$ cat src/lbpr_pkg.sv
// shared types, constants and helpers of the lcd background pixel renderer
package lbpr_pkg;

  // video memory geometry: two byte banks split on address bit 0
  localparam int VRAM_BYTES = 8192;
  localparam int VRAM_AW    = $clog2(VRAM_BYTES);
  localparam int BANK_DEPTH = VRAM_BYTES / 2;
  localparam int BANK_AW    = $clog2(BANK_DEPTH);

  // frame timing (154 lines of 456 dots, 70224 dots a frame)
  localparam int LINE_DOTS   = 456;
  localparam int FRAME_LINES = 154;
  localparam int VBLANK_LINE = 144;
  localparam int SCAN_END    = 80;
  localparam int DRAW_END    = 252;
  localparam int PIXEL_START = 92;

  // register reset values
  localparam logic [7:0] PALETTE_RESET = 8'd252;

  // output queue
  localparam int OUTQ_DEPTH = 4;
  localparam int OUTQ_AW    = $clog2(OUTQ_DEPTH);
  localparam int OUTQ_CW    = $clog2(OUTQ_DEPTH + 1);

  // configuration register indexes
  typedef enum logic [2:0] {
    CFG_SCROLL_X      = 3'd0,
    CFG_SCROLL_Y      = 3'd1,
    CFG_BG_PALETTE    = 3'd2,
    CFG_BG_MAP_SELECT = 3'd3,
    CFG_TILE_UNSIGNED = 3'd4,
    CFG_LCD_ENABLE    = 3'd5
  } cfg_reg_t;

  // display modes
  typedef enum logic [1:0] {
    MODE_HBLANK = 2'd0,
    MODE_VBLANK = 2'd1,
    MODE_OSCAN  = 2'd2,
    MODE_DRAW   = 2'd3
  } lcd_mode_t;

  // input item actions
  localparam logic ACT_TICK  = 1'b0;
  localparam logic ACT_WRITE = 1'b1;

  typedef struct packed {
    logic                 action;
    logic [VRAM_AW-1:0]   vram_addr;
    logic [7:0]           vram_data;
  } in_item_t;

  typedef struct packed {
    logic        pixel_valid;
    logic [7:0]  pixel_x;
    logic [7:0]  line;
    logic [1:0]  shade;
    logic [31:0] argb_color;
    logic [1:0]  mode;
    logic        vblank_irq;
  } out_item_t;

  typedef struct packed {
    logic [7:0] scroll_x;
    logic [7:0] scroll_y;
    logic [7:0] bg_palette;
    logic       bg_map_select;
    logic       tile_data_unsigned;
    logic       lcd_enable;
  } cfg_t;

  // evaluation of one item at the current frame position
  typedef struct packed {
    logic               pixel_valid;
    logic [7:0]         pixel_x;
    logic [7:0]         line;
    lcd_mode_t          mode;
    logic               vblank_irq;
    logic [2:0]         fine_y;
    logic [2:0]         fine_x;
    logic               map_bank;
    logic [BANK_AW-1:0] map_index;
  } pos_eval_t;

  // grey level of a shade
  function automatic logic [31:0] shade_argb(input logic [1:0] shade);
    logic [31:0] c;
    case (shade)
      2'd0:    c = 32'hFFFF_FFFF;
      2'd1:    c = 32'hFFAA_AAAA;
      2'd2:    c = 32'hFF55_5555;
      default: c = 32'hFF00_0000;
    endcase
    return c;
  endfunction

  // palette entry for a 2-bit color index
  function automatic logic [1:0] pal_lookup(input logic [7:0] pal, input logic [1:0] ci);
    logic [1:0] s;
    case (ci)
      2'd0:    s = pal[1:0];
      2'd1:    s = pal[3:2];
      2'd2:    s = pal[5:4];
      default: s = pal[7:6];
    endcase
    return s;
  endfunction

endpackage

$ cat src/lbpr_outq.sv
// result queue between the fetch pipeline and the output channel
module lbpr_outq
  import lbpr_pkg::*;
(
  input  logic      clk,
  input  logic      rst_n,
  input  logic      push,
  input  out_item_t push_item,
  output logic      out_valid,
  input  logic      out_stall,
  output out_item_t out_data
);

  out_item_t            q_r [OUTQ_DEPTH];
  logic [OUTQ_AW-1:0]   wr_ptr_r, wr_ptr_nxt;
  logic [OUTQ_AW-1:0]   rd_ptr_r, rd_ptr_nxt;
  logic [OUTQ_CW-1:0]   cnt_r, cnt_nxt;
  logic                 pop;

  assign out_valid = (cnt_r != '0);
  assign out_data  = q_r[rd_ptr_r];
  assign pop       = out_valid && !out_stall;

  // pointer and fill count update
  always_comb begin
    wr_ptr_nxt = push ? wr_ptr_r + OUTQ_AW'(1) : wr_ptr_r;
    rd_ptr_nxt = pop ? rd_ptr_r + OUTQ_AW'(1) : rd_ptr_r;
    cnt_nxt    = cnt_r + OUTQ_CW'(push) - OUTQ_CW'(pop);
  end

  always_ff @(posedge clk) begin
    if (!rst_n) begin
      wr_ptr_r <= '0;
      rd_ptr_r <= '0;
      cnt_r    <= '0;
    end else begin
      wr_ptr_r <= wr_ptr_nxt;
      rd_ptr_r <= rd_ptr_nxt;
      cnt_r    <= cnt_nxt;
    end
  end

  // entry storage
  always_ff @(posedge clk) begin
    if (push) begin
      q_r[wr_ptr_r] <= push_item;
    end
  end

endmodule

$ cat config.mk
export PLATFORM = sky130hd
export DESIGN_NAME = lbpr_outq
export DESIGN_NICKNAME = d
export VERILOG_FILES = /design/src/lbpr_pkg.sv /design/src/lbpr_outq.sv
export SDC_FILE = /design/constraint.sdc
export NUM_CORES = 1
export LEC_CHECK = 0
export BUFFER_PORTS_ARGS = -buffer_cell sky130_fd_sc_hd__buf_2
export CAP_MARGIN = 25
export CORE_ASPECT_RATIO = 1.4
export CORE_MARGIN = 2
export CORE_UTILIZATION = 50
export CTS_CLUSTER_SIZE = 16
export DETAILED_ROUTE_END_ITERATION = 8
export GPL_TIMING_DRIVEN = 1
export HOLD_SLACK_MARGIN = 0.03
export PLACE_DENSITY = 0.72
export SETUP_SLACK_MARGIN = 0.2
export SLEW_MARGIN = 25
export SYNTH_ARGS = -nofsm -noshare
export SYNTH_HDL_FRONTEND = slang
export SYNTH_SLANG_ARGS = --single-unit
export TNS_END_PERCENT = 1
$ cat constraint.sdc
create_clock -name clk -period 3.6 [get_ports clk]
set_input_delay 0.18 -clock clk [delete_from_list [all_inputs] [get_ports clk]]
set_output_delay 0.18 -clock clk [all_outputs]
set_load 0.02 [all_outputs]
Word-level counts from Yosys, hierarchy flattened

Memory sizes are Yosys's and may differ from the RTL's. A register that Yosys moved wholly into a read port is not among the register bits.
Cells that the tools add are included.

Register bits: 7
Bits in latches: 0
Bits in writable memories: 216
Bits in read-only memories: 0
Input bits: 58
Output and inout port bits: 55
Logic and storage cells: 15
Memories: 1

Memory list:

| memory | words | width | rd ports | clocked after memory_dff | write ports | line            | RTL |
|---|---|---|---|---|---|---|---|
| q_r    | 4     | 54    | 1        | 1                        | 1           | lbpr_outq.sv:14 | `out_item_t q_r [OUTQ_DEPTH];` |

Add/sub/neg operators: 4
Multiply operators: 0
Div/mod/pow operators: 0
$lt $le $gt $ge: 0
Eq/ne operators: 0
Shift-type cells: 0
Muxes and demuxes: 4
Bitwise gates (word level): 0
Reductions and logical operators: 3

Operators by type and width:

| operator            | number |
|---|---|
| $add 2x1->2 const B | 2 |
| $mux 2              | 2 |
| $add 3x1->3         | 1 |
| $reduce_bool 3->1   | 1 |
| $sub 3x1->3         | 1 |
| $mux 1              | 2 |
| $logic_and 1x1->1   | 1 |
| $logic_not 1->1     | 1 |

Longest topological paths before layout

Gate-level depths: netlist (run 1).

Depth after elaboration: 4
Mapped depth: 9
Gate-level depth less buffers: 9

Worst setup path before layout (run 1)

No wires, ideal clock.

Kind: flip-flop to flip-flop
From: register wr_ptr_r[0]
To: memory q_r[2][0] (netlist bit), enable pin
Library setup time: 0.417 ns
Data arrival time: 1.822 ns
Data required time: 3.183 ns
Slack: 1.360 ns
Stages on the path, launching flop included: 4
Buffers on the path: 0
Clock period less this slack: 2.240 ns
Cell sequence: dfxtp_1 -> inv_1 -> ha_1 -> and2_1

RTL lines:

| what                   | line            | RTL |
|---|---|---|
| from (decl)            | lbpr_outq.sv:15 | `logic [OUTQ_AW-1:0] wr_ptr_r, wr_ptr_nxt;` |
| from (signal assigned) | lbpr_outq.sv:37 | `wr_ptr_r <= wr_ptr_nxt;` |
| to (decl)              | lbpr_outq.sv:14 |  |

Straight into the memory's write port.

==> results of run 1 <==
cell type report:
type | instances | share of cell area [%]
clock buffer | 25 | 5.263
clock inverter | 12 | 0.8772
inverter | 7 | 0.2558
multi-input combinational | 84 | 14.47
sequential | 225 | 64.96
tap | 199 | 2.424
timing repair buffer | 178 | 11.74
cells by family after synthesis:
logic type,Yosys count,synth area share (%)
compound gates,3,0.2406
fa+ha+maj,7,1.144
simple gates,15,1.068
buf+inv,19,2.016
mux,56,15.05
flops,225,80.17
xor+xnor,3,0.3160
report_power, final:
group	internal, W	switching, W	total, W
clock	0.00115	0.000866	0.00201
combinational	0.000530	0.000582	0.00111
sequential	0.00302	0.000118	0.00314
synth_stat cells:
cell type	count	share of area, %
edfxtp_1	216	78
mux4_2	50	14
dfxtp_1	9	2.2
and2_1	8	0.60
inv_1	7	0.32
ha_1	6	0.90
buf_12	5	1.2
buf_2	5	0.30
mux4_1	4	1.3
a21boi_0	2	0.18
mux2i_1	2	0.24
xnor2_1	2	0.21
buf_6	1	0.14
clkbuf_2	1	0.060
fa_1	1	0.24
nand2_1	1	0.045
nand2b_1	1	0.075
nor2_1	1	0.045
nor2b_1	1	0.075
nor3_1	1	0.060
nor3b_1	1	0.090
o21ai_0	1	0.060
or3_1	1	0.075
xor2_1	1	0.11
placed cells by master, fill, tap and decap left out, drive strengths merged, types with 6 or more instances in the layout:
cell / n
dlygate4sd3: 55
edfxtp: 216
and2: 8
buf: 123
mux4: 54
clkbuf: 25
dfxtp: 9
ha: 6
inv: 7
clkinv: 8
per-layer routing:
layer	wire length [µm]	GRT usage (%)	part of all wire, %	up-vias
li1	-	-	-	1771
met1	5346	19.40	37	1984
met2	7876	30.81	55	93
met3	696	2.634	4.9	27
met4	387	6.156	2.7	0
met5	0	0	0	-
worst max-delay path, delay by kind of cell, from the launching register on:
family,cells,cell delay [ns]
buffers and inverters,2,0.54
flip-flops,1,0.84
multiplexers,1,0.56
how the worst max path moves through the flow:
stage | from | endpoint | slack [ns] | depth (start not counted)
2_1_floorplan | wr_ptr_r[0] | q_r[2][0] | 1.36 | 3
6_report | flip-flop | out_data[53] | 0.98 | 3
4_1_cts | flip-flop | out_data[53] | 0.89 | 3
3_3_place_gp | flip-flop | out_data[53] | 1.42 | 3
5_1_grt | flip-flop | out_data[53] | 0.80 | 3
3_5_place_dp | cnt_r[1] | cnt_r[2] | 1.30 | 9
through the flow:
stage	std cells	worst slack (ns)	total power (W)	hold WS, ns
global placement	638	1.418	0.004245	0.3889
detailed placement	638	1.297	0.004284	0.3970
floorplan	328	1.360	0.003986	0.2789
finish	730	0.9789	0.006261	0.05745
CTS	730	0.8934	0.006341	0.04133
global route	730	0.7989	0.006515	0.07257
flip-flops by register name (all words and copies together), names as in the netlist, named ones only:
register / flops
wr_ptr_r: 2
cnt_r: 3
q_r: 216
rd_ptr_r: 2
timing repair:
| action | in CTS | in global routing |
|---|---|---|
| endpoints found under the hold margin | 225 | 0 |
| hold buffers | 55 | 0 |
| setup endpoints to repair | 0 | 0 |
==> results.toml, run 1 <==
[place]
placed_area_um2 = 9089
io_buffers = 112
gp_congestion = 0.7157
dp_hpwl_um = 8925

[floorplan]
die_h_um = 156.6
die_area_um2 = 17690
die_w_um = 113.0
io_pins = 113
core_um2 = 16240
rows = 55
start_util_pct = 51.20

[routing]
drc = 7
drt_iter0_drc = 208
vias = 3875
totalWireLength_um = 14310
viasPerCell = 5.308
routedWlPerCell_um = 19.60
ant_nets = 0
dr.pass1.iters = 7

[logic_synthesis]
synthCells = 328
yosysUniqueCellTypes = 24
seq_area_frac_synth_pct = 80.17
synth_nets = 393
avgSynthCellArea_um2 = 25.35
ys_ff_latch = 225
ys_warn_count = 0
synthesis.area_um2 = 8315

[clock_tree]
clkSinkCount = 225
cts.htree.levels = 1
post_cts_resized = 0
path_clk_slew_ns = 0.06
cts_buffers = 21
clk_latency_ns = 0.48
cts_buffer_depth = 3
cts_root_buf = "clkbuf_16"
post-cts-setup-buffers = 0
cts_tree = "done"

[hold_path]
whs_endpoint = "rd_ptr_r[0]"
hold_depth = 3
hp-start = "out_stall"
hold_class = "in -> reg"

[setup_path]
rr_endpoint = "cnt_r[2]"
crit_slowest_cell = "dfxtp_4"
reg2reg_depth = 9
ff2ff_setup_slack_ns = 1.30
max_stage_delay_ns = 0.84
end_kind = "output pin"
path_class = "reg -> out"
cp_cell_sequence = "buf_4 > mux4_1 > buf_2"
critPathLaunchType = "flip-flop"
r2r_start = "cnt_r[1]"
crit_path_max_fanout = 37
arrival_ns = 2.44
worstPathRequired_ns = 3.42

[sta]
finalCritPeriodShare_pct = 72.81
tightest_slew_ns = 0.8661
tns_ns = 0
finalHoldViolations = 0
rsz0062_at_grt = "no"
max-slew-margin-rel_pct = 42.26
min_period_ns = 2.621
setup_viol = 0
skew_ns = 0.01475
maxSlewViolCount = 0
max_freq_mhz = 381.5

[layout]
multi_input_area_um2 = 1486
area_delta_synth_final_pct = 23.50
fin_area_um2 = 10270
nets = 582
final_util_pct = 63.24
antenna_cells = 0
drive_gt1_share_pct = 38.98
layout.area.seq_um2 = 6671
n_fill_cell = 1111

[global_route]
antenna_found_initial = 0
grt_pass1_vias = 4249
grt_start_max_net_pins = 38
grt_pass1_wl_um = 22330
overflow = 0
gr-usage-all-layers_pct = 16.59

[flow_run]
cap_violations = 0

[outcome]
status = "finished, violations left"
violations = "design-rule violations"

[pwr]
p_per_area_nw_per_um2 = 609.7
leakage_nw = 3.522
ir_worst_vdd_mv = 0.4235
No activity file was read; power rests on OpenSTA's default activity.
==> inputs of run 2 (changes only) <==
PLACE_DENSITY = 0.75   (was 0.72)
clock period = 2.4 ns   (was 3.6 ns; I/O delays follow)
==> run 2 against run 1 <==
Effect of this change:
- the run still ends with design-rule violations left
- power grew 54%
- core utilization grew 0.91 points
- combinational power grew 70%
- hold slack is essentially flat
- critical endpoint is now cnt_r[2]
- clock power grew 56%
- count of clock-buffer cells in the layout grew 7
- sequential power grew 47%
- die area is the same
- design area grew 1.4%
==> results.toml, run 2 (synthesis gave the netlist of run 1 again) <==
[routing]
drt_iter0_drc = 212
viasPerCell = 5.387
ant_nets = 0
totalWireLength_um = 15080
drc = 7
vias = 3970
dr.pass1.iters = 6
routedWlPerCell_um = 20.46

[pwr]
ir_worst_vdd_mv = 0.7457
p_per_area_nw_per_um2 = 924.8
leakage_nw = 3.596
finalPower_w = 0.009634

[clock_tree]
clkSinkCount = 225
cts_buffer_depth = 3
cts_buffers = 21
cts_tree = "done"
clk_latency_ns = 0.48
cts.htree.levels = 1
path_clk_slew_ns = 0.06
cts_root_buf = "clkbuf_16"

[layout]
drive_gt1_share_pct = 39.48
top_regs = "q_r: 216 flops, cnt_r: 3 flops"
final_util_pct = 64.14
largest_reg_flops = 216
layout.area.seq_um2 = 6671
area_delta_synth_final_pct = 25.28
n_fill_cell = 1088
final_cell_mix = "edfxtp_1 (216), buf_2 (112), dlygate4sd3_1 (57)"
nets = 588
final_common_cell = "edfxtp_1"
largest-register = "q_r"
multi_input_area_um2 = 1491

[global_route]
grt_pass1_vias = 4317
gr-usage-all-layers_pct = 16.79
antenna_found_initial = 1
grt_start_max_net_pins = 36
grt_pass1_wl_um = 22710
overflow = 0

[place]
gp_congestion = 0.7344
dp_slack_ns = 0.2710
dp_hpwl_um = 9133
io_buffers = 112

[outcome]
status = "finished, violations left"
violations = "design-rule violations"

[setup_path]
end_kind = "flip-flop"
critPathCapture = "cnt_r[2]"
reg2reg_depth = 9
crit_start = "cnt_r[1]"
critPathLaunchType = "flip-flop"
path_class = "reg -> reg"
rr_endpoint = "cnt_r[2]"
arrival_ns = 2.44
worstPathRequired_ns = 2.78
crit_path_max_fanout = 2
ff2ff_setup_slack_ns = 0.34
r2r_start = "cnt_r[1]"

[floorplan]
rows = 55
die_area_um2 = 17690
die_w_um = 113.0
io_pins = 113
core_um2 = 16240
die_h_um = 156.6
start_util_pct = 51.20

[hold_path]
hold_class = "in -> reg"

[sta]
maxSlewViolCount = 0
fin_ws_ns = 0.3363
max_freq_mhz = 484.6
finalCritPeriodShare_pct = 85.99
min_period_ns = 2.064
tightest_slew_ns = 0.6367
setup_viol = 0
finalHoldViolations = 0
tns_ns = 0
skew_ns = 0.004712
max-slew-margin-rel_pct = 57.55
final.hold.worst_slack_ns = 0.05720
rsz0062_at_grt = "no"

[flow_run]
cap_violations = 0
run 2: changes by cell type in the layout (fill, tap and decap cells not counted), moves of 2 or more:
cell           before  now
clkbuf_1            4    7
clkbuf_8            0    2
clkbuf_16          21   23
clkinvlp_4          3    0
dlygate4sd3_1      55   57
buf_12              1    6
clkinv_1            5    2
run 2: metrics by stage:
| stage | std cells | instance area [µm²] |
|---|---|---|
| 2_1_floorplan | 328 | 8317 |
| 3_3_place_gp | 640 | 9166 |
| 3_5_place_dp | 640 | 9166 |
| 4_1_cts | 736 | 10410 |
| 5_1_grt | 737 | 10420 |
| 6_report | 737 | 10420 |
run 2: how the worst min path moves through the flow:
| stage | start | end | cells past startpoint |
|---|---|---|---|
| floorplan | push_item[0] | q_r[0][0] | 0 |
| global route | push | wr_ptr_r[1] | 3 |
| global placement | push_item[11] | q_r[3][11] | 1 |
| detailed placement | push_item[47] | q_r[0][47] | 1 |
| finish | push | wr_ptr_r[1] | 3 |
| CTS | push | wr_ptr_r[1] | 3 |
run 2: area by class of cell:
| type | instances | share of cell area (%) |
|---|---|---|
| inverters | 7 | 0.2522 |
| repair buffers | 184 | 12.66 |
| well taps | 199 | 2.390 |
| clock inverters | 5 | 0.2762 |
| multi-input cells | 84 | 14.32 |
| diodes | 1 | 0.02402 |
| clock buffers | 32 | 6.041 |
| flip-flops and latches | 225 | 64.04 |
run 2: worst max-delay path, cell delays in order (launching register included):
cell and delay [ns]:
dfxtp_1 0.32, nor3_2 0.22, nor2_1 0.09, ha_1 0.28, inv_1 0.04, ha_1 0.18
fa_1 0.38, xnor2_1 0.15, xnor2_1 0.13, and2_1 0.15
run 2: layer usage:
| layer | vias to the layer above | part of all wire (%) | track usage [%] |
|---|---|---|---|
| met5 | - | 0 | 0 |
| met4 | 0 | 3.1 | 6.678 |
| met3 | 32 | 4.8 | 2.827 |
| met2 | 117 | 55 | 31.07 |
| met1 | 2041 | 37 | 19.42 |
| li1 | 1780 | - | - |
run 2: timing repair:
| item | CTS | global route |
|---|---|---|
| hold endpoints to repair | 225 | 0 |
| resized for setup | 0 | 1 |
| gates cloned | 0 | 0 |
| hold buffers | 57 | 0 |
| setup buffers | 2 | 0 |
| setup endpoints to repair | 37 | 1 |
run 2: where the power goes:
group | switching, W | total (W) | leakage [nW] | internal, W
Combinational | 0.00102 | 0.00189 | 1.21 | 0.000871
Sequential | 0.0000800 | 0.00461 | 2.06 | 0.00453
Clock | 0.00132 | 0.00314 | 0.323 | 0.00181
==> inputs of run 3 (changes only) <==
CORE_ASPECT_RATIO = 0.9   (was 1.4)
PLACE_DENSITY = 0.74   (was 0.75)
SLEW_MARGIN = default   (was 25)
==> run 3 against run 2 <==
Effect of this change:
- the run now ends clean
- core utilization grew 1.3 points
- combinational power hardly changed
- design area up 1.7%
- clock skew grew 0.012 ns
- clock power rose by 18%
- sequential share of layout area is 1.1 points lower
- critical path type unchanged
- critical endpoint unchanged
- largest power group unchanged
==> results.toml, run 3 (synthesis gave the netlist of run 1 again) <==
[pwr]
p_per_area_nw_per_um2 = 959.4
power_frac_clock_pct = 36.2
pwr-share-seq_pct = 45.5
finalPower_w = 0.01017
leakage_nw = 3.665
switching_share_pct = 24.23
combPwrFrac_pct = 18.3
p_int_w = 0.007705
ir_worst_vdd_mv = 0.5572
p_sw_w = 0.002464

[layout]
top_regs = "q_r: 216 flops, cnt_r: 3 flops"
largest-register = "q_r"
n_fill_cell = 1112
final_cell_mix = "edfxtp_1 (216), buf_2 (112), dlygate4sd3_1 (58)"
final_common_cell = "edfxtp_1"
drive_gt1_share_pct = 39.89
nets = 592
largest_reg_flops = 216
area_delta_synth_final_pct = 27.46

[sta]
setup_viol = 0
max_freq_mhz = 495.8
finalCritPeriodShare_pct = 84.04
finalHoldViolations = 0
maxSlewViolCount = 0
final.hold.worst_slack_ns = 0.3710
max-slew-margin-rel_pct = 61.79
tightest_slew_ns = 0.5731
rsz0062_at_grt = "no"
min_period_ns = 2.017
skew_ns = 0.01660
tns_ns = 0

[routing]
viasPerCell = 5.322
dr_wl_met2_um = 7546
routedWlPerCell_um = 19.92
vias = 4002
wl_met1_um = 6413
ant_nets = 0
routed.top_layer = "met4"
drt_iter0_drc = 163
dr_wl_met3_um = 720
totalWireLength_um = 14980
drc = 0
dr.pass1.iters = 4

[setup_path]
critPathLaunchType = "flip-flop"
end_kind = "flip-flop"
cp_cell_sequence = "nor3_2 > nor2_1 > ha_1 > inv_1 > ha_1 > fa_1 > xnor2_1 > xnor2_1 > and2_1"
ff2ff_setup_slack_ns = 0.38
arrival_ns = 2.40
worstPathRequired_ns = 2.78
path_class = "reg -> reg"
crit_path_max_fanout = 2
critPathTopFamily = "adder cells"
crit_slowest_cell = "fa_1"
path_buf_inv = 1
max_stage_delay_ns = 0.39

[clock_tree]
clk_latency_ns = 0.51
cts_tree = "done"
clkSinkCount = 225
cts_root_buf = "clkbuf_16"
path_clk_slew_ns = 0.06
cts_buffer_depth = 3
cts.htree.levels = 1
cts_buffers = 23

[hold_path]
hold_class = "in -> reg"

[floorplan]
die_h_um = 126.3
core_um2 = 16190
die_area_um2 = 17680
io_pins = 113
rows = 44
start_util_pct = 51.38
die_w_um = 139.9

[place]
gp_congestion = 0.7227
io_buffers = 112
dp_hpwl_um = 8960

[global_route]
grt_start_max_net_pins = 39
grt_pass1_vias = 4363
grt_pass1_wl_um = 23490
overflow = 0
gr-usage-all-layers_pct = 17.15
antenna_found_initial = 1

[flow_run]
cap_violations = 0

[outcome]
status = "complete, no violations"
[run 3: worst paths after layout]
| check | start | end | depth (start not counted) |
|---|---|---|---|
| worst max-delay path | cnt_r[1] | cnt_r[2] | 9 |
| worst min-delay path | push_item[43] | q_r[1][43] | 2 |
| worst max register to register | cnt_r[1] | cnt_r[2] | 9 |
| worst min register to register | rd_ptr_r[1] | flip-flop | 2 |
[run 3: area by class of cell]
cell class,instances,area (µm²),share of cell area (%)
well taps,207,259.0,2.444
multi-input cells,84,1491,14.07
clock inverters,14,195.2,1.842
inverters,7,26.28,0.2479
diodes,1,2.502,0.02361
repair buffers,186,1356,12.80
clock buffers,28,594.3,5.607
flip-flops and latches,225,6674,62.97
[run 3: per-stage QoR]
stage               cells  setup WS (ns)  area, µm²  utilization (%)
CTS                   751         0.3190      10590            65.44
floorplan             328         0.1605       8317                -
global placement      649         0.4380       9196            56.82
global route          752         0.2584      10600            65.48
detailed placement    649         0.3475       9196            56.82
finish                752         0.3829      10600            65.48
[run 3: routing by layer]
layer / global-route usage (%) / vias to the layer above
li1: - / 1787
met1: 23.18 / 2080
met2: 29.38 / 113
met3: 3.247 / 22
met4: 4.353 / 0
met5: 0 / -
[run 3: what timing repair did]
action,CTS,global route
hold buffers,58,0
pin swaps,0,0
endpoints found under the setup margin,29,1
gates cloned,0,0
resized for setup,3,1
endpoints found under the hold margin,225,0
setup buffers,2,0
[run 3: power by group through the flow]
stage	logic (W)	registers (W)	clock network, W
after floorplan	0.00132	0.00465	0
after global placement	0.00171	0.00471	0
after detailed placement	0.00175	0.00473	0
after CTS	0.00189	0.00462	0.00377
after global routing	0.00200	0.00464	0.00392
final	0.00186	0.00462	0.00369
