## src/lbpr_pkg.sv

```systemverilog
// shared types, constants and helpers of the lcd background pixel renderer
package lbpr_pkg;

  // video memory geometry: two byte banks split on address bit 0
  localparam int VRAM_BYTES = 8192;
  localparam int VRAM_AW    = $clog2(VRAM_BYTES);
  localparam int BANK_DEPTH = VRAM_BYTES / 2;
  localparam int BANK_AW    = $clog2(BANK_DEPTH);

  // frame timing (154 lines of 456 dots, 70224 dots a frame)
  localparam int LINE_DOTS   = 456;
  localparam int FRAME_LINES = 154;
  localparam int VBLANK_LINE = 144;
  localparam int SCAN_END    = 80;
  localparam int DRAW_END    = 252;
  localparam int PIXEL_START = 92;

  // register reset values
  localparam logic [7:0] PALETTE_RESET = 8'd252;

  // output queue
  localparam int OUTQ_DEPTH = 4;
  localparam int OUTQ_AW    = $clog2(OUTQ_DEPTH);
  localparam int OUTQ_CW    = $clog2(OUTQ_DEPTH + 1);

  // configuration register indexes
  typedef enum logic [2:0] {
    CFG_SCROLL_X      = 3'd0,
    CFG_SCROLL_Y      = 3'd1,
    CFG_BG_PALETTE    = 3'd2,
    CFG_BG_MAP_SELECT = 3'd3,
    CFG_TILE_UNSIGNED = 3'd4,
    CFG_LCD_ENABLE    = 3'd5
  } cfg_reg_t;

  // display modes
  typedef enum logic [1:0] {
    MODE_HBLANK = 2'd0,
    MODE_VBLANK = 2'd1,
    MODE_OSCAN  = 2'd2,
    MODE_DRAW   = 2'd3
  } lcd_mode_t;

  // input item actions
  localparam logic ACT_TICK  = 1'b0;
  localparam logic ACT_WRITE = 1'b1;

  typedef struct packed {
    logic                 action;
    logic [VRAM_AW-1:0]   vram_addr;
    logic [7:0]           vram_data;
  } in_item_t;

  typedef struct packed {
    logic        pixel_valid;
    logic [7:0]  pixel_x;
    logic [7:0]  line;
    logic [1:0]  shade;
    logic [31:0] argb_color;
    logic [1:0]  mode;
    logic        vblank_irq;
  } out_item_t;

  typedef struct packed {
    logic [7:0] scroll_x;
    logic [7:0] scroll_y;
    logic [7:0] bg_palette;
    logic       bg_map_select;
    logic       tile_data_unsigned;
    logic       lcd_enable;
  } cfg_t;

  // evaluation of one item at the current frame position
  typedef struct packed {
    logic               pixel_valid;
    logic [7:0]         pixel_x;
    logic [7:0]         line;
    lcd_mode_t          mode;
    logic               vblank_irq;
    logic [2:0]         fine_y;
    logic [2:0]         fine_x;
    logic               map_bank;
    logic [BANK_AW-1:0] map_index;
  } pos_eval_t;

  // grey level of a shade
  function automatic logic [31:0] shade_argb(input logic [1:0] shade);
    logic [31:0] c;
    case (shade)
      2'd0:    c = 32'hFFFF_FFFF;
      2'd1:    c = 32'hFFAA_AAAA;
      2'd2:    c = 32'hFF55_5555;
      default: c = 32'hFF00_0000;
    endcase
    return c;
  endfunction

  // palette entry for a 2-bit color index
  function automatic logic [1:0] pal_lookup(input logic [7:0] pal, input logic [1:0] ci);
    logic [1:0] s;
    case (ci)
      2'd0:    s = pal[1:0];
      2'd1:    s = pal[3:2];
      2'd2:    s = pal[5:4];
      default: s = pal[7:6];
    endcase
    return s;
  endfunction

endpackage

```

## src/lbpr_pos.sv

```systemverilog
// frame position, display mode tracking and map address of the current dot
module lbpr_pos
  import lbpr_pkg::*;
(
  input  logic      clk,
  input  logic      rst_n,
  input  logic      step,
  input  logic      is_write,
  input  cfg_t      cfg,
  output pos_eval_t ev
);

  logic [8:0] dot_r, dot_nxt;
  logic [7:0] line_r, line_nxt;
  lcd_mode_t  last_mode_r, last_mode_nxt;
  lcd_mode_t  mode;
  logic       pix;
  logic [7:0] px;
  logic [7:0] y;
  logic [7:0] x;

  // position and mode registers
  always_ff @(posedge clk) begin
    if (!rst_n) begin
      dot_r       <= '0;
      line_r      <= '0;
      last_mode_r <= MODE_OSCAN;
    end else begin
      dot_r       <= dot_nxt;
      line_r      <= line_nxt;
      last_mode_r <= last_mode_nxt;
    end
  end

  // evaluate the current dot and advance on a tick
  always_comb begin
    pix = 1'b0;
    ev  = '0;
    if (is_write) begin
      mode = last_mode_r;
    end else if (!cfg.lcd_enable) begin
      mode = MODE_HBLANK;
    end else if (line_r >= 8'(VBLANK_LINE)) begin
      mode = MODE_VBLANK;
    end else if (dot_r < 9'(SCAN_END)) begin
      mode = MODE_OSCAN;
    end else if (dot_r < 9'(DRAW_END)) begin
      mode = MODE_DRAW;
      pix  = (dot_r >= 9'(PIXEL_START));
    end else begin
      mode = MODE_HBLANK;
    end

    px = pix ? 8'(dot_r - 9'(PIXEL_START)) : 8'd0;
    y  = line_r + cfg.scroll_y;
    x  = px + cfg.scroll_x;

    ev.pixel_valid = pix;
    ev.pixel_x     = px;
    ev.line        = line_r;
    ev.mode        = mode;
    ev.vblank_irq  = !is_write && cfg.lcd_enable && (mode == MODE_VBLANK)
                     && (last_mode_r != MODE_VBLANK);
    ev.fine_y      = y[2:0];
    ev.fine_x      = x[2:0];
    // map byte at 0x1800 + map*0x400 + row*32 + col, split over the banks
    ev.map_bank    = x[3];
    ev.map_index   = {2'b11, cfg.bg_map_select, y[7:3], x[7:4]};

    dot_nxt       = dot_r;
    line_nxt      = line_r;
    last_mode_nxt = last_mode_r;
    if (step && !is_write) begin
      if (cfg.lcd_enable) begin
        last_mode_nxt = mode;
      end
      if (dot_r == 9'(LINE_DOTS - 1)) begin
        dot_nxt  = '0;
        line_nxt = (line_r == 8'(FRAME_LINES - 1)) ? 8'd0 : line_r + 8'd1;
      end else begin
        dot_nxt = dot_r + 9'd1;
      end
    end
  end

endmodule

```

## config.mk

```make
export PLATFORM = sky130hd
export DESIGN_NAME = lbpr_pos
export DESIGN_NICKNAME = d
export VERILOG_FILES = /design/src/lbpr_pkg.sv /design/src/lbpr_pos.sv
export SDC_FILE = /design/constraint.sdc
export NUM_CORES = 1
export LEC_CHECK = 0
export ABC_AREA = 1
export BUFFER_PORTS_ARGS = -buffer_cell sky130_fd_sc_hd__buf_2
export CAP_MARGIN = 40
export CORE_MARGIN = 2
export CORE_UTILIZATION = 50
export CTS_CLUSTER_SIZE = 24
export DETAILED_ROUTE_END_ITERATION = 7
export GPL_TIMING_DRIVEN = 0
export PLACE_DENSITY = 0.81
export SETUP_SLACK_MARGIN = 0.05
export SLEW_MARGIN = 20
export SYNTH_ARGS = -nofsm -noshare
export SYNTH_HDL_FRONTEND = slang
export SYNTH_SLANG_ARGS = --single-unit
```

## constraint.sdc

```tcl
create_clock -name clk -period 3.2 [get_ports clk]
set_input_delay 0.48 -clock clk [delete_from_list [all_inputs] [get_ports clk]]
set_output_delay 0.48 -clock clk [all_outputs]
set_load 0.02 [all_outputs]
```

# Word-level counts from Yosys, hierarchy flattened

Cells that the tools add are included.

Add/subtract/negate cells: 5
$lt $le $gt $ge: 4
Equal/unequal tests: 4
Muxes and demuxes: 13
Reduce and logical (&&, ||, !) cells: 7

Operators by type and width:

| operator                                                               | number |
|---|---|
| 8-bit adder                                                            | 2 |
| 8-bit two-way mux                                                      | 2 |
| 2-bit two-way mux                                                      | 5 |
| 9-bit by 1-bit adder with 9-bit output (second input constant)         | 1 |
| 9-bit == test (second input constant)                                  | 1 |
| 9-bit by 7-bit >= comparator with 1-bit output (second input constant) | 1 |
| 9-bit by 7-bit < comparator with 1-bit output (second input constant)  | 1 |
| 9-bit by 8-bit < comparator with 1-bit output (second input constant)  | 1 |
| 9-bit two-way mux                                                      | 1 |
| 8-bit by 1-bit adder with 8-bit output (second input constant)         | 1 |
| 8-bit == test (second input constant)                                  | 1 |
| 8-bit >= comparator (second input constant)                            | 1 |
| 8-bit by 7-bit subtractor with 8-bit output (second input constant)    | 1 |
| 1-bit two-way mux                                                      | 5 |
| 1-bit logical AND                                                      | 4 |
| 2-bit AND reduction                                                    | 2 |
| 2-bit by 1-bit == test with 1-bit output (second input constant)       | 1 |
| 2-bit by 1-bit != test with 1-bit output (second input constant)       | 1 |
| 1-bit zero test                                                        | 1 |

Register bits: 19
Word-level logic and storage cells: 36

# Depth between registers and ports, before layout

Gate-level depths: netlist of the first run.

Depth after elaboration: 9
Mapped depth: 16
Depth with buffers taken out: 16

# Worst setup path after synthesis of the first run

OpenSTA, ideal clock, no wires.

Path type: flip-flop to output port
Start: register dot_r[2]
End: output port ev[2] (netlist name)
Data arrival time: 2958 ps
Data required time: 2720 ps
Path slack: -238 ps
Stages on the path, launching flop included: 16
Path through: dfxtp_1 > ha_1 > nand2_1 > nor2_1 > nand2_1 > nand2_1 > nand3_4 > nor2_1 > ha_1 > inv_1 > fa_1 > o21ai_0 > a21oi_1 > nor2_1 > nor2_1 > xnor2_1

RTL lines:

| item                     | RTL line       | source |
|---|---|---|
| start: declaration       | lbpr_pos.sv:13 | `logic [8:0] dot_r, dot_nxt;` |
| start signal: assignment | lbpr_pos.sv:29 | `dot_r <= dot_nxt;` |
| end: declaration         | lbpr_pos.sv:10 | `output pos_eval_t ev` |

==> metrics.md, run 1 <==
| Metric | Value |
|---|---|
| Critical Path AT | 2.72 ns |
| First DRT Iteration DRCs | 59 |
| Vias in the first global route | 1779 |
| Synth area leader | dfxtp_1 |
| Drt first pass iters | 4 |
| CP required | 2.72 ns |
| Port bufs | 57 |
| GRT overflow | 0 |
| Total track usage | 21.4% |
| DRC | 0 |
| Crit path kind | reg -> out |
| Yosys cell types | 31 |
| Reg clk slew, reported paths | 0.07 ns |
| Startpoint Class | flip-flop |
| Max-Cap Viols | 0 |
| Cell Chain, Critical Path | buf_4 -> nand3_4 -> inv_2 -> a21oi_4 -> nand3_4 -> nor2_4 -> ha_4 -> inv_2 -> fa_2 -> o21ai_2 -> a21oi_2 -> nor2_1 -> nor2_1 -> xnor2_2 -> buf_4 |
| Post-DP HPWL | 3280 um |
| Final Max Slew Viols | 0 |
| Leak Pwr | 0.00132 uW |
| CP delay by family, top | simple AND/OR/NAND/NOR gates |
| Pre-CTS setup slack | -0.174 ns |
| # diodes | 0 |
| HP Class | reg -> reg |
| Die height | 64.7 um |
| Yosys top cell area share | 20.7% |
| Synth Register Bits | 19 |
| Placed Area | 2210 um2 |
| Starting density of the core | 51.0% |
| Status | finished, final reports clean |
| Final WL | 4760 um |
| Vias | 2032 |
| Clk_lat worst skew | 0.26 ns |
| Post-Layout Inst Area | 2570 um2 |
| Synth Area in Adders | 15.8% |
| Synth Area in Compound Gates | 13.1% |
| Initial antenna violation count | 0 |
| Setup crit end kind | output pin |
| Sequential power share | 46.7% |
| Unrepaired setup endpoints after global routing | yes |
| Die area | 4180 um2 |
| Cells after synthesis | 279 |
| Die width | 64.7 um |
| CTS tree | yes |
| Antenna-violating nets left | 0 |
| Post-synthesis mux area share | 0% |
| Final #Nets | 413 |
| # H-tree levels | 1 |
| Layout cells sized above 1 | 35.4% |
| Global-route wire length before repair | 7300 um |
| Cts bufs inserted | 3 |
| Register area share after synthesis | 20.7% |
| Root Buffer | clkbuf_8 |
| Final Skew | 0.00384 ns |
| Max Buffers Root-to-Sink | 2 |
| Detail-routed net length per standard cell | 11.7 um |
| Setup TNS | 0 ns |
| Final Hold Fails | 0 |
| Cell Pwr Density | 201 nW/um2 |
| Slowest stage delay, CP | 0.37 ns |
| Area Overhead vs Synth | 39.7% |
| Final WS setup | 0.00325 ns |
| Via-to-Cell Ratio | 4.99 |
| Avg Inst Size Synth | 6.60 um2 |
| Largest net degree at the start of global routing | 12 |
| Int Pwr | 369 uW |
| WP buf/inv | 4 |
| Peak VDD IR | 160 uV |
| Clock network power share | 32.4% |
| Max Freq | 313 MHz |
| Core footprint | 3610 um2 |
| Combinational share of power | 20.9% |
| Synth warn | 0 |
| Row count | 22 |
| I/O pin count | 70 |
| Crit-path max FO | 4 |
| Final Setup Violations | 0 |
| Synth Cell Area | 1840 um2 |
| Slowest cell on crit path | fa_2 |
| Final period util | 99.9% |
| Synth top area cells | dfxtp_1, ha_1, nand2_1 |
| Period minus WS final | 3.20 ns |
| Sw Pwr | 147 uW |
| Fin cells | 407 |
| DP Cell Count | 385 |
| Sw Ratio | 28.5% |
| Final GP Congestion | 0.868 |
| Synth Area in XOR/XNOR | 9.04% |
| CTS sink count | 19 |
| Largest family of logic cells by synthesized area | simple AND/OR/NAND/NOR gates |
| Simple-gate share of the synthesized area | 29.8% |
## power by group through the flow
| stage | logic, uW | clock network, uW | registers [uW] |
|---|---|---|---|
| final | 108 | 167 | 241 |
| after detailed placement | 97.0 | 0 | 247 |
| after floorplan | 64.3 | 0 | 247 |
| after CTS | 102 | 168 | 241 |
| after global routing | 119 | 187 | 242 |
| after global placement | 94.9 | 0 | 247 |
## layout by cell type (no fill, tap or decap), types with 3 or more instances in the layout
| master | count |
|---|---|
| a21oi_1 | 17 |
| a21oi_2 | 5 |
| buf_2 | 55 |
| buf_4 | 21 |
| clkbuf_8 | 3 |
| dfxtp_1 | 13 |
| dfxtp_2 | 5 |
| ha_1 | 16 |
| ha_4 | 4 |
| inv_1 | 42 |
| inv_2 | 6 |
| nand2_1 | 58 |
| nand2_2 | 3 |
| nand3_1 | 13 |
| nor2_1 | 20 |
| nor2_2 | 5 |
| nor2_4 | 4 |
| nor3_1 | 9 |
| o21ai_0 | 8 |
| xnor2_1 | 5 |
| xor2_1 | 13 |
## timing repair
item | CTS | global route
pin swaps | 5 | 17
endpoints found under the setup margin | 4 | 5
gates resized for setup | 18 | 31
buffers inserted | 9 | 9
hold buffers | 0 | 0
## worst paths after layout
kind	depth (start not counted)	to	startpoint	slack [ns]
hold reg to reg	2	dot_r[0]	dot_r[0]	0.51
setup reg to reg	9	line_r[3]	dot_r[3]	1.51
setup / recovery	15	ev[2]	dot_r[3]	0.003
hold / removal	2	dot_r[0]	dot_r[0]	0.51
## routing by layer
metal / up-vias / share of wire [%] / track usage, %
li1: 1052 / - / -
met1: 908 / 43 / 27.3
met2: 64 / 51 / 39.2
met3: 8 / 5.1 / 2.26
met4: 0 / 1.2 / 3.99
met5: - / 0 / 0
## logic make-up (layout without fill, tap and decap cells)
family,Yosys count,count (layout)
simple gates,123,123
buf+inv,52,131
compound gates,43,43
fa+ha+maj,22,22
xor+xnor,19,19
flops,19,19
other cells,1,2
## metrics by stage
step,utilization (%),hold slack (ns),power (uW)
2_1_floorplan,-,0.457,311
3_3_place_gp,61.3,0.483,342
3_5_place_dp,61.3,0.493,344
4_1_cts,66.5,0.503,511
5_1_grt,71.3,0.535,547
6_report,71.3,0.505,516
## Yosys cell counts
library cell,number
nor3_1,10
xor2_1,13
buf_4,4
nand4_1,2
nand3b_1,2
nor2_4,1
and3_1,1
a21o_1,1
a21boi_1,1
nand4_2,1
o32ai_1,1
o21ai_0,11
nor3_2,1
o21bai_1,1
a21oi_2,1
dfxtp_1,19
nand3_4,1
xnor2_1,6
a211oi_1,2
a31oi_1,2
nand3_1,13
inv_2,2
fa_1,2
nand3_2,1
inv_1,46
nand2_1,62
o221ai_1,1
a21oi_1,22
ha_1,20
nor2_1,28
conb_1,1
## sequential cells by signal (all words and copies together) (netlist names)
register	cells
dot_r	9
line_r	8
last_mode_r	2
## area by class of cell
type                       count  area [um2]
multi-input combinational    209        1420
inverter                      48         180
fill                         294        1030
timing repair buffer          75         445
tap                           48        60.1
buffer                         4        30.0
clock buffer                   3        41.3
clock inverter                 1        5.00
sequential                    19         390
## worst reg2reg max path: stages, from the launching register on
cell     delay [ns]
dfxtp_2        0.34
buf_4          0.15
inv_1          0.07
ha_1           0.15
and3_1         0.16
nand3_1        0.09
nand2_1        0.27
inv_1          0.15
nor2_1         0.16
nor2_1         0.06
Note: power is estimated with default switching activity, not from simulation.
==> inputs of run 2 (changes only) <==
==> constraint.sdc (replaced) <==
create_clock -name clk -period 3.2 [get_ports clk]
set_input_delay 0.32 -clock clk [delete_from_list [all_inputs] [get_ports clk]]
set_output_delay 0.32 -clock clk [all_outputs]
set_load 0.02 [all_outputs]
==> metrics.md, run 2 (same netlist as run 1, synthesis figures left out) <==
| Metric | Value |
|---|---|
| Area occupied by multi-input gates | 1360 um2 |
| Max-Cap Viols | 0 |
| CP required | 2.88 ns |
| Vias in the first global route | 1655 |
| Setup crit end kind | output pin |
| Largest regs | dot_r x9, line_r x8, last_mode_r x2 |
| Final period util | 96.7% |
| Port bufs | 57 |
| Drt first pass iters | 4 |
| Placed Area | 2200 um2 |
| Cts bufs inserted | 3 |
| WP buf/inv | 3 |
| Clk_lat worst skew | 0.27 ns |
| CTS Hold Bufs | 0 |
| Cell Chain, Critical Path | buf_4 -> nand3_4 -> nor2_2 -> nor2_1 -> nand2_2 -> nand3_4 -> nor2_4 -> ha_4 -> inv_1 -> fa_2 -> o21ai_2 -> a21oi_1 -> nor2_1 -> nor2_1 -> xnor2_2 -> buf_4 |
| # H-tree levels | 1 |
| Crit path kind | reg -> out |
| Vias | 1996 |
| GRT overflow | 0 |
| Crit-path max FO | 6 |
| Final WL | 4410 um |
| CTS sink count | 19 |
| Register Area | 392 um2 |
| I/O pin count | 70 |
| Pre-CTS setup slack | -0.0244 ns |
| Biggest register | dot_r |
| Area Overhead vs Synth | 31.2% |
| # diodes | 0 |
| Final GP Congestion | 0.842 |
| Commonest non-fill, non-tap cell in the layout | nand2_1 |
| Post-DP HPWL | 3370 um |
| Total power draw | 520 uW |
| Initial antenna violation count | 0 |
| Die area | 4180 um2 |
| Via-to-Cell Ratio | 5.03 |
| Die height | 64.7 um |
| Peak VDD IR | 136 uV |
| Core footprint | 3610 um2 |
| Post-Layout Inst Area | 2410 um2 |
| Max Buffers Root-to-Sink | 2 |
| Max Freq | 323 MHz |
| Largest net degree at the start of global routing | 13 |
| Antenna-violating nets left | 0 |
| Most used cell, CP | nor2_1 |
| Total track usage | 20.2% |
| Die width | 64.7 um |
| Starting density of the core | 51.0% |
| Period minus WS final | 3.09 ns |
| CTS tree | yes |
| WHS | 0.398 ns |
| Status | finished, final reports clean |
| Final Skew | 0.0124 ns |
| Final Max Slew Viols | 0 |
| CP delay by family, top | simple AND/OR/NAND/NOR gates |
| Final Hold Fails | 0 |
| Root Buffer | clkbuf_8 |
| Row count | 22 |
| Leak Pwr | 0.00126 uW |
| Slowest stage delay, CP | 0.41 ns |
| Most frequent cells in the layout | nand2_1, buf_2, inv_1 |
| Critical Path AT | 2.77 ns |
| HP Class | in -> reg |
| Cell Pwr Density | 215 nW/um2 |
| Startpoint Class | flip-flop |
| Global-route wire length before repair | 6790 um |
| DRC | 0 |
| Finished Core Util | 67.0% |
| Final Setup Violations | 0 |
| FILL cells | 326 |
| Layout cells sized above 1 | 30.7% |
| First DRT Iteration DRCs | 67 |
| Slowest cell on crit path | fa_2 |
| Final WS setup | 0.106 ns |
| Reg clk slew, reported paths | 0.08 ns |
| Max reg flops | 9 |
| Detail-routed net length per standard cell | 11.1 um |
| Final #Nets | 403 |
run 2: cell count changes in the layout (fill, tap and decap cells not counted), sizes merged:
cell / before / now
clkinv: 1 / 0
buf: 79 / 69
clkinvlp: 0 / 1
run 2: where the power goes:
part           internal, uW  total [uW]  switching, uW
registers               239         241           2.66
logic                  39.0         101           61.9
clock network          88.1         178           90.1
total                   366         520            155
run 2: path summary, 6_finish.rpt:
check            from   endpoint  slack, ns  depth (start not counted)
min             rst_n  line_r[1]       0.40                          3
min reg2reg  dot_r[0]   dot_r[0]       0.51                          2
max reg2reg  dot_r[2]   dot_r[5]       1.36                          9
max          dot_r[2]      ev[2]       0.11                         16
run 2: routing by layer:
| metal | vias up | routed length [um] | track usage, % |
|---|---|---|---|
| li1 | 1038 | - | - |
| met1 | 895 | 1950 | 26.9 |
| met2 | 58 | 2200 | 34.2 |
| met3 | 5 | 204 | 2.60 |
| met4 | 0 | 53 | 5.59 |
| met5 | - | 0 | 0 |
run 2: through the flow:
stage               TNS [ns]  std cells
CTS                        0        390
floorplan                  0        280
finish                     0        397
detailed placement   -0.0244        385
global route         -0.0147        397
global placement           0        385
run 2: what timing repair did:
| item | in CTS | in global routing |
|---|---|---|
| gates resized for setup | 7 | 26 |
| endpoints found under the setup margin | 3 | 3 |
| pin swaps | 1 | 8 |
| setup buffers | 1 | 7 |
run 2: layout make-up:
| class | instances | share of cell area, % |
|---|---|---|
| multi-input cells | 209 | 56.2 |
| flip-flops and latches | 19 | 16.2 |
| repair buffers | 65 | 14.4 |
| inverters | 48 | 7.46 |
| well taps | 48 | 2.49 |
| clock buffers | 3 | 1.71 |
| plain buffers | 4 | 1.24 |
| clock inverters | 1 | 0.311 |
run 2: tightest hold or removal path: stages:
cell     delay [ns]
buf_2          0.12
nand2_1        0.09
o32ai_1        0.09
==> inputs of run 3 (changes only) <==
--- a/config.mk
+++ b/config.mk
@@ -14,6 +14,7 @@
 export DETAILED_ROUTE_END_ITERATION = 7
 export GPL_TIMING_DRIVEN = 0
 export PLACE_DENSITY = 0.81
+export RECOVER_POWER = 50
 export SETUP_SLACK_MARGIN = 0.05
 export SLEW_MARGIN = 20
 export SYNTH_ARGS = -nofsm -noshare
==> metrics.md, run 3 (same netlist as run 1, synthesis figures left out) <==
| Metric | Value |
|---|---|
| Max reg flops | 9 |
| Combinational share of power | 19.3% |
| Cts bufs inserted | 3 |
| Initial antenna violation count | 0 |
| Final #Nets | 403 |
| Critical Path AT | 2.77 ns |
| Vias in the first global route | 1655 |
| Die area | 4180 um2 |
| Startpoint Class | flip-flop |
| CTS sink count | 19 |
| DRC | 0 |
| Final period util | 96.5% |
| Root Buffer | clkbuf_8 |
| CP required | 2.88 ns |
| Max Freq | 324 MHz |
| Int Pwr | 365 uW |
| Final Skew | 0.0127 ns |
| Via-to-Cell Ratio | 5.01 |
| Largest net degree at the start of global routing | 13 |
| Sw Pwr | 154 uW |
| HP Class | in -> reg |
| Pre-CTS setup slack | -0.0244 ns |
| Post-DP HPWL | 3370 um |
| CTS Hold Bufs | 0 |
| Max Buffers Root-to-Sink | 2 |
| Drt first pass iters | 4 |
| Die height | 64.7 um |
| GRT overflow | 0 |
| Most used cell, CP | nor2_1 |
| Final GP Congestion | 0.842 |
| Commonest non-fill, non-tap cell in the layout | nand2_1 |
| Sequential power share | 46.4% |
| Most frequent cells in the layout | nand2_1, buf_2, inv_1 |
| Reg clk slew, reported paths | 0.08 ns |
| Slowest stage delay, CP | 0.41 ns |
| Cell Pwr Density | 217 nW/um2 |
| Crit-path max FO | 6 |
| Layout cells sized above 1 | 27.2% |
| Largest regs | dot_r x9, line_r x8, last_mode_r x2 |
| Max-Cap Viols | 0 |
| Vias | 1989 |
| WP buf/inv | 3 |
| Biggest register | dot_r |
| # H-tree levels | 1 |
| Clk_lat worst skew | 0.27 ns |
| Setup TNS | 0 ns |
| Final WL | 4430 um |
| Period minus WS final | 3.09 ns |
| Status | finished, final reports clean |
| Die width | 64.7 um |
| Area Overhead vs Synth | 30.1% |
| Peak VDD IR | 136 uV |
| # diodes | 0 |
| Sw Ratio | 29.7% |
| Final Hold Fails | 0 |
| Final Max Slew Viols | 0 |
| Total power draw | 519 uW |
| Leak Pwr | 0.00122 uW |
| Antenna-violating nets left | 0 |
| Final WS setup | 0.112 ns |
| Starting density of the core | 51.0% |
| Core footprint | 3610 um2 |
| Setup crit end kind | output pin |
| CTS tree | yes |
| Crit path kind | reg -> out |
| Row count | 22 |
| Port bufs | 57 |
| Cell Chain, Critical Path | buf_4 -> nand3_4 -> nor2_2 -> nor2_1 -> nand2_2 -> nand3_4 -> nor2_4 -> ha_4 -> inv_1 -> fa_2 -> o21ai_2 -> a21oi_1 -> nor2_1 -> nor2_1 -> xnor2_2 -> buf_4 |
| I/O pin count | 70 |
| Slowest cell on crit path | fa_2 |
| Clock network power share | 34.2% |
| Detail-routed net length per standard cell | 11.2 um |
| Global-route wire length before repair | 6790 um |
| First DRT Iteration DRCs | 66 |
| CP delay by family, top | simple AND/OR/NAND/NOR gates |
| Total track usage | 20.2% |
| Final Setup Violations | 0 |
## run 3: cell count changes in the layout (fill, tap and decap cells not counted), sizes merged
cell and delta:
buf -9, clkbuf +9
## run 3: worst register-to-register path: cells and delay by family (launching register included)
kind | cells | cell delay, ns
buf+inv | 3 | 0.50
simple gates | 3 | 0.49
flops | 1 | 0.37
compound gates | 2 | 0.22
fa+ha+maj | 1 | 0.21
## run 3: routing by layer
| metal | GRT usage, % | part of all wire, % | vias to the layer above |
|---|---|---|---|
| met4 | 5.59 | 1.2 | 0 |
| met1 | 26.9 | 44 | 891 |
| met5 | 0 | 0 | - |
| met2 | 34.2 | 50 | 57 |
| li1 | - | - | 1036 |
| met3 | 2.60 | 4.2 | 5 |
## run 3: repair_timing
action | CTS | global route
setup endpoints to repair | 3 | 3
buffers inserted | 1 | 7
gates cloned | 0 | 0
pin swaps | 1 | 8
resized for setup | 7 | 26
## run 3: path summary, 6_finish.rpt
path | from | endpoint | slack, ns | depth (start not counted)
setup / recovery | dot_r[2] | ev[2] | 0.11 | 16
hold / removal | rst_n | line_r[1] | 0.40 | 3
setup reg to reg | dot_r[2] | dot_r[5] | 1.35 | 9
hold reg to reg | dot_r[0] | dot_r[0] | 0.51 | 2
## run 3: through the flow
stage / area, um2 / utilization (%) / hold slack (ns) / cells
2_1_floorplan: 1850 / - / 0.457 / 280
3_3_place_gp: 2200 / 61.0 / 0.485 / 385
3_5_place_dp: 2200 / 61.0 / 0.498 / 385
4_1_cts: 2270 / 62.9 / 0.387 / 390
5_1_grt: 2390 / 66.4 / 0.419 / 397
6_report: 2390 / 66.4 / 0.396 / 397
## run 3: power groups by stage
stage | Sequential [uW] | Combinational (uW) | Clock (uW)
global route | 241 | 111 | 191
CTS | 241 | 98.6 | 179
detailed placement | 248 | 97.5 | 0
floorplan | 247 | 64.0 | 0
global placement | 248 | 95.0 | 0
finish | 241 | 101 | 178
## run 3: area by class of cell
cell class | count | area, um2
Buffer | 4 | 30.0
Clock buffer | 3 | 41.3
Clock inverter | 1 | 7.51
Fill cell | 338 | 1210
Inverter | 48 | 180
Multi-Input combinational cell | 209 | 1350
Sequential cell | 19 | 390
Tap cell | 48 | 60.1
Timing Repair Buffer | 65 | 338
